<file path="config.mk">
export PLATFORM = sky130hd
export DESIGN_NAME = inverse_depth_quantizer
export DESIGN_NICKNAME = d
export VERILOG_FILES = /design/src/rtl/idq_pkg.sv /design/src/rtl/idq_div_step.sv /design/src/rtl/inverse_depth_quantizer.sv
export SDC_FILE = /design/constraint.sdc
export NUM_CORES = 2
export LEC_CHECK = 0
export BUFFER_PORTS_ARGS = -buffer_cell sky130_fd_sc_hd__buf_2
export CELL_PAD_IN_SITES_DETAIL_PLACEMENT = 1
export CELL_PAD_IN_SITES_GLOBAL_PLACEMENT = 1
export CORE_UTILIZATION = 35
export DETAILED_ROUTE_END_ITERATION = 8
export GPL_TIMING_DRIVEN = 0
export PLACE_DENSITY_LB_ADDON = 0.1
export SETUP_SLACK_MARGIN = 0.02
export SLEW_MARGIN = 30
export SYNTH_ARGS = -nofsm -noshare
export SYNTH_HDL_FRONTEND = slang
export SYNTH_SLANG_ARGS = --single-unit
</file>
<file path="constraint.sdc">
create_clock -name aclk -period 7.34 [get_ports aclk]
set_clock_uncertainty 0.15 [all_clocks]
set_input_delay 0.367 -clock aclk [delete_from_list [all_inputs] [get_ports aclk]]
set_output_delay 0.367 -clock aclk [all_outputs]
set_load 0.02 [all_outputs]
</file>
<file path="src/rtl/idq_pkg.sv">
// shared constants and types for the inverse depth quantizer
package idq_pkg;

    // fixed field widths
    localparam int DEPTH_W         = 24;
    localparam int CODE_BITS       = 16;
    localparam int DEPTH_FRAC_BITS = 16;
    localparam int QA_W            = 24;
    localparam int QB_W            = 25;
    localparam int LIMIT_W         = 24;

    // configuration port
    localparam int CFG_IDX_W  = 2;
    localparam int CFG_DATA_W = 25;

    localparam logic [CFG_IDX_W-1:0] REG_QUANT_A     = 2'd0;
    localparam logic [CFG_IDX_W-1:0] REG_QUANT_B     = 2'd1;
    localparam logic [CFG_IDX_W-1:0] REG_DEPTH_LIMIT = 2'd2;

    localparam logic [QA_W-1:0]    QUANT_A_RST     = 24'd10100;
    localparam logic [QB_W-1:0]    QUANT_B_RST     = -25'sd1009;
    localparam logic [LIMIT_W-1:0] DEPTH_LIMIT_RST = 24'd655360;

    // operation modes
    localparam logic MODE_QUANT   = 1'b0;
    localparam logic MODE_DEQUANT = 1'b1;

    // divider geometry: code - B always fits the width of B as unsigned
    localparam int DIV_W         = QB_W;
    localparam int DVD_W         = QA_W + DEPTH_FRAC_BITS;
    // quotient bits kept; anything at or above 2^Q_BITS saturates in both modes
    localparam int Q_BITS        = 2 * ((DIV_W + 2) / 2);
    localparam int HI_W          = DVD_W - Q_BITS;
    localparam int BITS_PER_STEP = 2;
    localparam int STEPS         = Q_BITS / BITS_PER_STEP;

    localparam logic [CODE_BITS-1:0] CODE_MAX  = {CODE_BITS{1'b1}};
    localparam logic [DEPTH_W-1:0]   DEPTH_SAT = {DEPTH_W{1'b1}};

    typedef struct packed {
        logic mode;
        logic active;   // division result is used
        logic ovf;      // quotient at or above 2^Q_BITS
    } idq_ctl_t;

endpackage

</file>
<file path="src/rtl/idq_div_step.sv">
// one pipelined restoring division stage, two quotient bits per stage
module idq_div_step (
    input  logic                          aclk,
    input  logic                          aresetn,
    input  logic                          in_valid,
    output logic                          in_ready,
    input  idq_pkg::idq_ctl_t             ctl_in,
    input  logic [idq_pkg::DIV_W-1:0]     div_in,
    input  logic [idq_pkg::DIV_W-1:0]     rem_in,
    input  logic [idq_pkg::Q_BITS-1:0]    sh_in,
    output logic                          out_valid,
    input  logic                          out_ready,
    output idq_pkg::idq_ctl_t             ctl_out,
    output logic [idq_pkg::DIV_W-1:0]     div_out,
    output logic [idq_pkg::DIV_W-1:0]     rem_out,
    output logic [idq_pkg::Q_BITS-1:0]    sh_out
);
    import idq_pkg::*;

    logic                valid_reg;
    idq_ctl_t            ctl_reg;
    logic [DIV_W-1:0]    div_reg;
    logic [DIV_W-1:0]    rem_reg;
    logic [Q_BITS-1:0]   sh_reg;
    logic [DIV_W-1:0]    rem_next;
    logic [Q_BITS-1:0]   sh_next;

    assign in_ready = !valid_reg || out_ready;

    // sh holds the remaining dividend bits on top, quotient bits shift in below
    always_comb begin
        logic [DIV_W-1:0]  r;
        logic [Q_BITS-1:0] s;
        logic [DIV_W:0]    t;
        logic              qb;
        r = rem_in;
        s = sh_in;
        for (int i = 0; i < BITS_PER_STEP; i++) begin
            t  = {r, s[Q_BITS-1]};
            qb = (t >= {1'b0, div_in});
            if (qb) begin
                t = t - {1'b0, div_in};
            end
            r = t[DIV_W-1:0];
            s = {s[Q_BITS-2:0], qb};
        end
        rem_next = r;
        sh_next  = s;
    end

    always_ff @(posedge aclk) begin
        if (!aresetn) begin
            valid_reg <= 1'b0;
        end else if (in_ready) begin
            valid_reg <= in_valid;
        end
    end

    always_ff @(posedge aclk) begin
        if (in_ready && in_valid) begin
            ctl_reg <= ctl_in;
            div_reg <= div_in;
            rem_reg <= rem_next;
            sh_reg  <= sh_next;
        end
    end

    assign out_valid = valid_reg;
    assign ctl_out   = ctl_reg;
    assign div_out   = div_reg;
    assign rem_out   = rem_reg;
    assign sh_out    = sh_reg;

endmodule

</file>
<file path="src/rtl/inverse_depth_quantizer.sv">
// inverse depth quantizer top level: decode, pipelined divider, saturation
//
//  channel | ports                                   | transfer when
//  --------+-----------------------------------------+----------------------
//  input   | s_valid s_ready s_mode s_depth_in ...   | s_valid && s_ready
//  result  | m_valid m_ready m_code_out ...          | m_valid && m_ready
//  config  | cfg_valid cfg_ready cfg_index cfg_data  | cfg_valid && cfg_ready
//
// one pixel per cycle while m_ready allows; stages: decode, range check,
// 13 divider stages of two quotient bits each, saturation register.
// every stage has its own valid bit and moves when the next one is free,
// so bubbles close up and a stall on m_ready backs up stage by stage.
// synchronous active-low reset empties the pipeline and restores the
// register defaults; cfg_ready is always high.
module inverse_depth_quantizer (
    input  logic                              aclk,
    input  logic                              aresetn,
    input  logic                              s_valid,
    output logic                              s_ready,
    input  logic                              s_mode,
    input  logic [idq_pkg::DEPTH_W-1:0]       s_depth_in,
    input  logic                              s_depth_in_valid,
    input  logic [idq_pkg::CODE_BITS-1:0]     s_code_in,
    output logic                              m_valid,
    input  logic                              m_ready,
    output logic [idq_pkg::CODE_BITS-1:0]     m_code_out,
    output logic [idq_pkg::DEPTH_W-1:0]       m_depth_out,
    output logic                              m_depth_out_valid,
    output logic                              m_clipped,
    input  logic                              cfg_valid,
    output logic                              cfg_ready,
    input  logic [idq_pkg::CFG_IDX_W-1:0]     cfg_index,
    input  logic [idq_pkg::CFG_DATA_W-1:0]    cfg_data
);
    import idq_pkg::*;

    // configuration registers
    logic [QA_W-1:0]    quant_a_reg;
    logic [QB_W-1:0]    quant_b_reg;
    logic [LIMIT_W-1:0] depth_limit_reg;

    assign cfg_ready = 1'b1;

    always_ff @(posedge aclk) begin
        if (!aresetn) begin
            quant_a_reg     <= QUANT_A_RST;
            quant_b_reg     <= QUANT_B_RST;
            depth_limit_reg <= DEPTH_LIMIT_RST;
        end else if (cfg_valid) begin
            case (cfg_index)
                REG_QUANT_A:     quant_a_reg     <= cfg_data[QA_W-1:0];
                REG_QUANT_B:     quant_b_reg     <= cfg_data[QB_W-1:0];
                REG_DEPTH_LIMIT: depth_limit_reg <= cfg_data[LIMIT_W-1:0];
                default: ;
            endcase
        end
    end

    // stage a: pick divisor and decide whether the division counts
    logic             a_valid_reg;
    idq_ctl_t         a_ctl_reg;
    logic [DIV_W-1:0] a_div_reg;
    idq_ctl_t         a_ctl_next;
    logic [DIV_W-1:0] a_div_next;
    logic [DIV_W:0]   code_diff;
    logic             a_ready;

    logic             b_valid_reg;
    idq_ctl_t         b_ctl_reg;
    logic [DIV_W-1:0] b_div_reg;
    logic [DIV_W-1:0] b_rem_reg;
    logic [Q_BITS-1:0] b_sh_reg;
    logic             b_ready;

    logic              st_valid [0:STEPS];
    logic              st_ready [0:STEPS];
    idq_ctl_t          st_ctl   [0:STEPS];
    logic [DIV_W-1:0]  st_div   [0:STEPS];
    logic [DIV_W-1:0]  st_rem   [0:STEPS];
    logic [Q_BITS-1:0] st_sh    [0:STEPS];

    assign s_ready = a_ready;
    assign a_ready = !a_valid_reg || b_ready;

    // code - B, one bit wider so the sign shows
    assign code_diff = {{(DIV_W + 1 - CODE_BITS){1'b0}}, s_code_in}
                     - {quant_b_reg[QB_W-1], quant_b_reg};

    always_comb begin
        a_ctl_next.mode = s_mode;
        a_ctl_next.ovf  = 1'b0;
        if (s_mode == MODE_QUANT) begin
            a_ctl_next.active = s_depth_in_valid && (s_depth_in != '0)
                              && (s_depth_in < depth_limit_reg);
            a_div_next = {{(DIV_W - DEPTH_W){1'b0}}, s_depth_in};
        end else begin
            a_ctl_next.active = (s_code_in != '0) && !code_diff[DIV_W]
                              && (code_diff != '0);
            a_div_next = code_diff[DIV_W-1:0];
        end
    end

    always_ff @(posedge aclk) begin
        if (!aresetn) begin
            a_valid_reg <= 1'b0;
        end else if (a_ready) begin
            a_valid_reg <= s_valid;
        end
    end

    always_ff @(posedge aclk) begin
        if (a_ready && s_valid) begin
            a_ctl_reg <= a_ctl_next;
            a_div_reg <= a_div_next;
        end
    end

    // stage b: top dividend bits against divisor, seed the divider
    logic [DVD_W-1:0] dividend;
    logic [HI_W-1:0]  dvd_hi;
    logic             ovf_next;
    idq_ctl_t         b_ctl_next;

    assign dividend = {quant_a_reg, {DEPTH_FRAC_BITS{1'b0}}};
    assign dvd_hi   = dividend[DVD_W-1:Q_BITS];
    assign ovf_next = {{(DIV_W - HI_W){1'b0}}, dvd_hi} >= a_div_reg;

    always_comb begin
        b_ctl_next     = a_ctl_reg;
        b_ctl_next.ovf = ovf_next;
    end

    assign b_ready = !b_valid_reg || st_ready[0];

    always_ff @(posedge aclk) begin
        if (!aresetn) begin
            b_valid_reg <= 1'b0;
        end else if (b_ready) begin
            b_valid_reg <= a_valid_reg;
        end
    end

    // on overflow the remainder seed is zeroed, the quotient is ignored anyway
    always_ff @(posedge aclk) begin
        if (b_ready && a_valid_reg) begin
            b_ctl_reg <= b_ctl_next;
            b_div_reg <= a_div_reg;
            b_rem_reg <= ovf_next ? '0 : {{(DIV_W - HI_W){1'b0}}, dvd_hi};
            b_sh_reg  <= dividend[Q_BITS-1:0];
        end
    end

    assign st_valid[0] = b_valid_reg;
    assign st_ctl[0]   = b_ctl_reg;
    assign st_div[0]   = b_div_reg;
    assign st_rem[0]   = b_rem_reg;
    assign st_sh[0]    = b_sh_reg;

    for (genvar k = 0; k < STEPS; k++) begin : g_step
        idq_div_step u_step (
            .aclk      (aclk),
            .aresetn   (aresetn),
            .in_valid  (st_valid[k]),
            .in_ready  (st_ready[k]),
            .ctl_in    (st_ctl[k]),
            .div_in    (st_div[k]),
            .rem_in    (st_rem[k]),
            .sh_in     (st_sh[k]),
            .out_valid (st_valid[k+1]),
            .out_ready (st_ready[k+1]),
            .ctl_out   (st_ctl[k+1]),
            .div_out   (st_div[k+1]),
            .rem_out   (st_rem[k+1]),
            .sh_out    (st_sh[k+1])
        );
    end

    // output stage: add offset in quantize mode, saturate
    logic                 o_valid_reg;
    logic [CODE_BITS-1:0] o_code_reg;
    logic [DEPTH_W-1:0]   o_depth_reg;
    logic                 o_dvalid_reg;
    logic                 o_clip_reg;
    logic [CODE_BITS-1:0] o_code_next;
    logic [DEPTH_W-1:0]   o_depth_next;
    logic                 o_dvalid_next;
    logic                 o_clip_next;
    logic [Q_BITS+1:0]    code_sum;
    logic [Q_BITS-1:0]    quo;
    idq_ctl_t             f_ctl;

    // two spare bits: quotient plus a positive offset can pass 2^Q_BITS
    assign quo      = st_sh[STEPS];
    assign f_ctl    = st_ctl[STEPS];
    assign code_sum = {2'b00, quo}
                    + {{(Q_BITS + 2 - QB_W){quant_b_reg[QB_W-1]}}, quant_b_reg};

    always_comb begin
        o_code_next   = '0;
        o_depth_next  = '0;
        o_dvalid_next = 1'b0;
        o_clip_next   = 1'b0;
        if (f_ctl.active) begin
            if (f_ctl.mode == MODE_QUANT) begin
                if (f_ctl.ovf) begin
                    o_code_next = CODE_MAX;
                    o_clip_next = 1'b1;
                end else if (code_sum[Q_BITS+1]) begin
                    o_clip_next = 1'b1;
                end else if (code_sum[Q_BITS:CODE_BITS] != '0) begin
                    o_code_next = CODE_MAX;
                    o_clip_next = 1'b1;
                end else begin
                    o_code_next = code_sum[CODE_BITS-1:0];
                end
            end else begin
                o_dvalid_next = 1'b1;
                if (f_ctl.ovf || (quo[Q_BITS-1:DEPTH_W] != '0)) begin
                    o_depth_next = DEPTH_SAT;
                    o_clip_next  = 1'b1;
                end else begin
                    o_depth_next = quo[DEPTH_W-1:0];
                end
            end
        end
    end

    assign st_ready[STEPS] = !o_valid_reg || m_ready;

    always_ff @(posedge aclk) begin
        if (!aresetn) begin
            o_valid_reg <= 1'b0;
        end else if (st_ready[STEPS]) begin
            o_valid_reg <= st_valid[STEPS];
        end
    end

    always_ff @(posedge aclk) begin
        if (st_ready[STEPS] && st_valid[STEPS]) begin
            o_code_reg   <= o_code_next;
            o_depth_reg  <= o_depth_next;
            o_dvalid_reg <= o_dvalid_next;
            o_clip_reg   <= o_clip_next;
        end
    end

    assign m_valid           = o_valid_reg;
    assign m_code_out        = o_code_reg;
    assign m_depth_out       = o_depth_reg;
    assign m_depth_out_valid = o_dvalid_reg;
    assign m_clipped         = o_clip_reg;

endmodule
</file>
* Yosys cells after proc, flatten, opt, wreduce, memory -nomap -nowiden
Index checks and enable logic that the tools add are counted.
** Word-level totals
- RAM bits :: 0
- Bits in latches :: 0
- Memories :: 0
- Bits of input ports :: 74
- Bits in registers :: 1051
- Logic and storage cells :: 276
- ROM bits :: 0
** Operators by class
- Shift-type cells :: 0
- Multiplexer cells :: 37
- Equal/unequal tests :: 2
- Add/sub/neg operators :: 27
- Reductions and logical operators :: 65
- Div/mod/pow operators :: 0
- Magnitude comparators :: 28
- Bitwise gates (word level) :: 1
- Multiply operators :: 0
** Operators with widths (number)
- $ge A26 B25 Y1 :: 25
- $mux W25 :: 25
- $sub A25 B25 Y25 :: 25
- $mux W16 :: 3
- $mux W24 :: 2
- $add A27 B25 Y28 :: 1
- $reduce_bool A26 Y1 :: 1
- $sub A17 B25 Y26 :: 1
- $ge A14 B25 Y1 :: 1
- $ge A15 B25 Y1 :: 1
- $lt A24 B24 Y1 :: 1
- $reduce_bool A24 Y1 :: 1
- $logic_and A1 B1 Y1 :: 20
- $logic_not A1 Y1 :: 17
- $logic_or A1 B1 Y1 :: 17
- $reduce_bool A16 Y1 :: 1
- $reduce_bool A11 Y1 :: 1
- $reduce_and A2 Y1 :: 4
- $mux W1 :: 7
- $eq A2 B1 Y1 const B :: 1
- $eq A2 B2 Y1 const B :: 1
- $logic_not A2 Y1 :: 1
- $reduce_bool A2 Y1 :: 1
- $reduce_or A2 Y1 :: 1
- $not A1 Y1 :: 1

* Depth between registers and ports, before layout
- Depth in word-level cells :: 18
- Gate-level depth with buffers :: 28
- Depth with buffers taken out :: 25

* By module
From an unflattened synthesis, not the netlist that was laid out.
** Second synthesis, totals
- Cell total of the unflattened synthesis :: 8372
- Area, all modules :: 87117.3 µm²
** By module, submodules not included
- idq_div_step (g_step[11].u_step ...) :: area an instance 5886.9 µm², times used 9, seq. area each 2392.3 µm², cells an instance 555
- idq_div_step (g_step[0].u_step ...) :: area an instance 5635.4 µm², times used 3, seq. area each 2392.3 µm², cells an instance 549
- inverse_depth_quantizer :: area an instance 11299.6 µm², times used 1, seq. area each 5154.9 µm², cells an instance 1156
- idq_div_step (g_step[10].u_step) :: area an instance 5929.4 µm², times used 1, seq. area each 2392.3 µm², cells an instance 574

* Worst setup path after synthesis
Ideal clock, no wire load.
- Path type :: register to register
- Start point :: register o_valid_reg, in the netlist m_valid
- End point :: register g_step[10].u_step.ctl_reg (netlist bit g_step[10].u_step.ctl_out[0]) (enable)
- Stages on the path, launching flop included :: 4
- Setup slack :: 0.334 ns
- Setup time :: 0.623 ns
- Arrival time :: 6.233 ns
- Required time :: 6.567 ns
- Cells stage by stage :: dfxtp_1 nor2b_1 and3_1 a21boi_0
** On the way
- Longest elaborated chain between the ends :: 6
** Ends and longest elaborated chain
- from (decl) :: RTL line inverse_depth_quantizer.sv:179 : logic o_valid_reg;
- from (signal assigned) :: RTL line inverse_depth_quantizer.sv:234 : o_valid_reg <= st_valid[STEPS];
- $logic_not A1 Y1 :: RTL line inverse_depth_quantizer.sv:228 : assign st_ready[STEPS] = !o_valid_reg || m_ready;
- $logic_or A1 B1 Y1 :: RTL line inverse_depth_quantizer.sv:228
- $logic_or A1 B1 Y1 (3 in a row) :: RTL line idq_div_step.sv:28 : assign in_ready = !valid_reg || out_ready;
- $logic_and A1 B1 Y1 :: RTL line idq_div_step.sv:60 : if (in_ready && in_valid) begin
- to (signal assigned) :: RTL line idq_div_step.sv:61 : ctl_reg <= ctl_in;
- to (decl) :: RTL line idq_div_step.sv:21 : idq_ctl_t ctl_reg;
No other way between the ends.
A chain may end at the register's enable or synchronous reset.

* Final worst setup path
- Start point :: register g_step[7].u_step.div_reg[0]
- End point :: register g_step[8].u_step.rem_reg[11], data pin
** On the way
- Longest elaborated chain between the ends :: 4
** Ends and longest elaborated chain
- from (decl) :: RTL line idq_div_step.sv:22 : logic [DIV_W-1:0] div_reg;
- from (signal assigned) :: RTL line idq_div_step.sv:62 : div_reg <= div_in;
- $sub A25 B25 Y25 or $ge A26 B25 Y1 (tied branches) :: RTL line idq_div_step.sv:42, idq_div_step.sv:40
- $mux W25 :: RTL line idq_div_step.sv:41 : if (qb) begin
- $sub A25 B25 Y25 or $ge A26 B25 Y1 (tied branches) :: RTL line idq_div_step.sv:42, idq_div_step.sv:40
- $mux W25 * :: RTL line idq_div_step.sv:41
- via g_step[8].u_step.rem_next[11] :: RTL line idq_div_step.sv:25 : logic [DIV_W-1:0] rem_next;
- to (signal assigned) :: RTL line idq_div_step.sv:63 : rem_reg <= rem_next;
- to (decl) :: RTL line idq_div_step.sv:23 : logic [DIV_W-1:0] rem_reg;
Mark *: on every way through the listed nets, which the timed path passes. The rest lies on a longest branch.

==> run metrics <==
final worst path period need 7019 ps; Antenna Nets Post-Route 0; PD cells 165.0 nW/um^2; drt first pass iters 5; Seq/Total Area, Yosys 41.67%; Post-synth EDFFs 962; relative slew slack 29.84%; CTS tree yes; max_cap viols 0; initial drt markers 3,342; wire per inst 21.83 um; All-Layer GR Usage 21.32%; RSZ-0062 raised after global routing true; Cell Area, Synth 73,610 sq um; initial antenna violation count 10; global-route wire length before repair 349,100 um; Clock Root Buffer clkbuf_16; placed cell area 78,740 sq um; Synth Register Bits 1,051; # DRC 0; VDD IR max 201.6 uV; Final nets 8,435; Clock Tree Buf Depth 3; cell taking the most area after synthesis edfxtp_1; Worst-Margin Slew 1043 ps; chip height 460.6 um; synthesized area per cell 10.14 sq um; core region area 208,100 sq um; CP max stage delay 510 ps; drt total wl 229,800 um; Synthesis Warnings 0; Final setup viols 0; clk sink count 1,051; # rows 167; share of cells above drive strength 1 12.46%; synth unique cells 101; Hold Path Stages 4; CP Cell Sequence inv_1 > fa_1 > a21o_1 > a31oi_1 > o211ai_1 > nand2_1 > o221ai_1 > a31oi_2 > buf_2 > clkbuf_4 > mux2_2 > ha_1 > a21oi_1 > o21ai_0 > a41oi_2 > o31ai_2 > a221oi_1 > o21ai_1 > a21oi_4 > buf_2 > mux2_2; clock insertion delay at the later pin of the skew report 790 ps; Worst R2R Setup Slack 320 ps; startpoint types flop; utilization after layout 40.37%; Final Hold Fails 0; placer congestion estimate 0.8997; full die area 212,100 sq um; Design Area, Final 84,020 sq um; Min-Delay Endpoint quant_b_reg[4]$_SDFFE_PN0P_; Worst-path clk slew 60 ps; P_leak 33.58 nW; gr ovfl total 0; Mapped Nets 8,064; critical hold path startpoint cfg_index[0]; arrival time at the worst endpoint 7340 ps; I/O pin total 119; Post-synth ARST share 0%; top cells by area, synth edfxtp_1, ha_1, mux2_2, xnor2_1, a21oi_1; worst endpoint required time 7660 ps; Register-to-Register Path Depth 21; Num CTS Buffers 121; slowest stage cell, crit path edfxtp_1; Vias/cell 5.363; r2r endpoint g_step[8].u_step.rem_out[11]$_DFFE_PP_; part of the cycle the worst path needs 95.63%; Area Growth Syn to Fin 14.15%; largest net degree at the start of global routing 53; commonest non-fill, non-tap cell in the layout edfxtp_1; HP Class input pin to flop; start of the worst register-to-register path g_step[7].u_step.div_out[0]$_DFFE_PP_; Critical Path Sink Type flop; Initial Util 35.37%; Fin Hold WS 86.96 ps; status finished clean; # port buffers 116; DP Wirelength 186,200 um; CP max FO 10; Syn Inst Count 7,259; Max Freq 142.5 MHz; kind of critical path flop to flop; Slew Viols, Final 0; Max H-tree Level 3; number of global-route vias before repair 58,214; vias 56,457; Die Wd 460.6 um; most frequent cells in the layout edfxtp_1, ha_1, nand2_1; Most used DFF post-synth edfxtp_1; Synth top area share 39.25%
==> worst max-delay path, delay by kind of cell (launching register included) <==
kind / cells / cell delay, ps
muxes: 2 / 760
adders and majority gates: 2 / 790
AOI/OAI and AO/OA: 12 / 3170
and+or+nand+nor: 1 / 240
buffers and inverters: 4 / 1110
DFF: 1 / 510
==> kinds of logic after synthesis <==
kind of cell | after synthesis | share of synthesized area, %
AO/OA/AOI/OAI | 1976 | 17.25
XOR/XNOR | 541 | 6.437
adder cells (fa/ha/maj) | 731 | 12.63
buffers and inverters | 726 | 3.852
flip-flops | 1051 | 41.67
multiplexers | 405 | 6.255
other | 1 | 0.005095
AND/OR/NAND/NOR | 1828 | 11.90
==> worst max path at each step <==
stage	startpoint	to	slack (ps)	depth (start not counted)
floorplan	m_valid$_SDFFE_PN0P_	g_step[10].u_step.ctl_out[0]$_DFFE_PP_	330	3
global placement	m_ready	g_step[10].u_step.div_out[5]$_DFFE_PP_	-2460	4
detailed placement	g_step[6].u_step.div_out[0]$_DFFE_PP_	g_step[7].u_step.rem_out[14]$_DFFE_PP_	-1300	25
CTS	g_step[9].u_step.div_out[0]$_DFFE_PP_	g_step[10].u_step.rem_out[21]$_DFFE_PP_	50	26
global route	g_step[7].u_step.div_out[0]$_DFFE_PP_	g_step[8].u_step.rem_out[12]$_DFFE_PP_	-20	21
finish	g_step[7].u_step.div_out[0]$_DFFE_PP_	g_step[8].u_step.rem_out[11]$_DFFE_PP_	320	21
==> synth_stat cells (41+ instances only) <==
| master | n |
|---|---|
| edfxtp_1 | 962 |
| ha_1 | 711 |
| nand2_1 | 612 |
| a21oi_1 | 588 |
| inv_1 | 570 |
| nor2_1 | 404 |
| o21ai_0 | 396 |
| xnor2_1 | 363 |
| mux2_2 | 347 |
| a21o_1 | 271 |
| xor2_1 | 178 |
| nand3_1 | 143 |
| nor3_1 | 125 |
| o21a_1 | 116 |
| nor2b_1 | 112 |
| clkbuf_1 | 111 |
| dfxtp_1 | 89 |
| nand2b_1 | 78 |
| nand4_1 | 77 |
| a21boi_0 | 75 |
| o21bai_1 | 73 |
| a211oi_1 | 58 |
| a31oi_1 | 55 |
| and3_1 | 49 |
| o211ai_1 | 45 |
| o31ai_1 | 43 |
| nor4_1 | 41 |
==> metal layers <==
metal	GRT usage [%]	vias up	share of wire (%)
met3	2.342	262	2.9
met5	0	-	0
li1	-	27545	-
met2	36.04	723	48
met1	28.93	27927	47
met4	5.140	0	2.3
==> cell type report <==
type	count	area, sq um
Clock inverter	77	715.7
Sequential cell	1051	30670
Multi-Input combinational cell	5482	40580
Tap cell	2788	3488
Buffer	149	774.5
Fill cell	23315	124100
Antenna cell	10	25.02
Clock buffer	146	3226
Inverter	573	2156
Timing Repair Buffer	252	2384
==> through the flow <==
step | cells | setup TNS [ps] | power, mW | setup WS (ps)
5_1_grt | 10522 | -76.97 | 14.38 | -19.60
3_3_place_gp | 10163 | -481900 | 7.892 | -2464
3_5_place_dp | 10203 | -145660 | 7.920 | -1302
4_1_cts | 10496 | 0 | 14.05 | 53.98
6_report | 10528 | 0 | 13.87 | 321.1
2_1_floorplan | 7259 | 0 | 7.544 | 333.7
==> report_power, final <==
group	leakage, nW	switching, mW	total (mW)	internal, mW
combinational	22.2	0.704	1.23	0.523
sequential	9.43	0.0579	6.62	6.57
clock	1.91	2.60	6.01	3.42
total	33.6	3.36	13.9	10.5
==> repair_timing <==
action                                  4_1_cts  5_1_grt
setup buffers                                17       24
hold endpoints to repair                    100        0
pin swaps                                     5       10
hold buffers                                 55        0
endpoints found under the setup margin      277      299
gates cloned                                  0        0
gates resized for setup                      64       99
(Power assumes the default switching activity.)
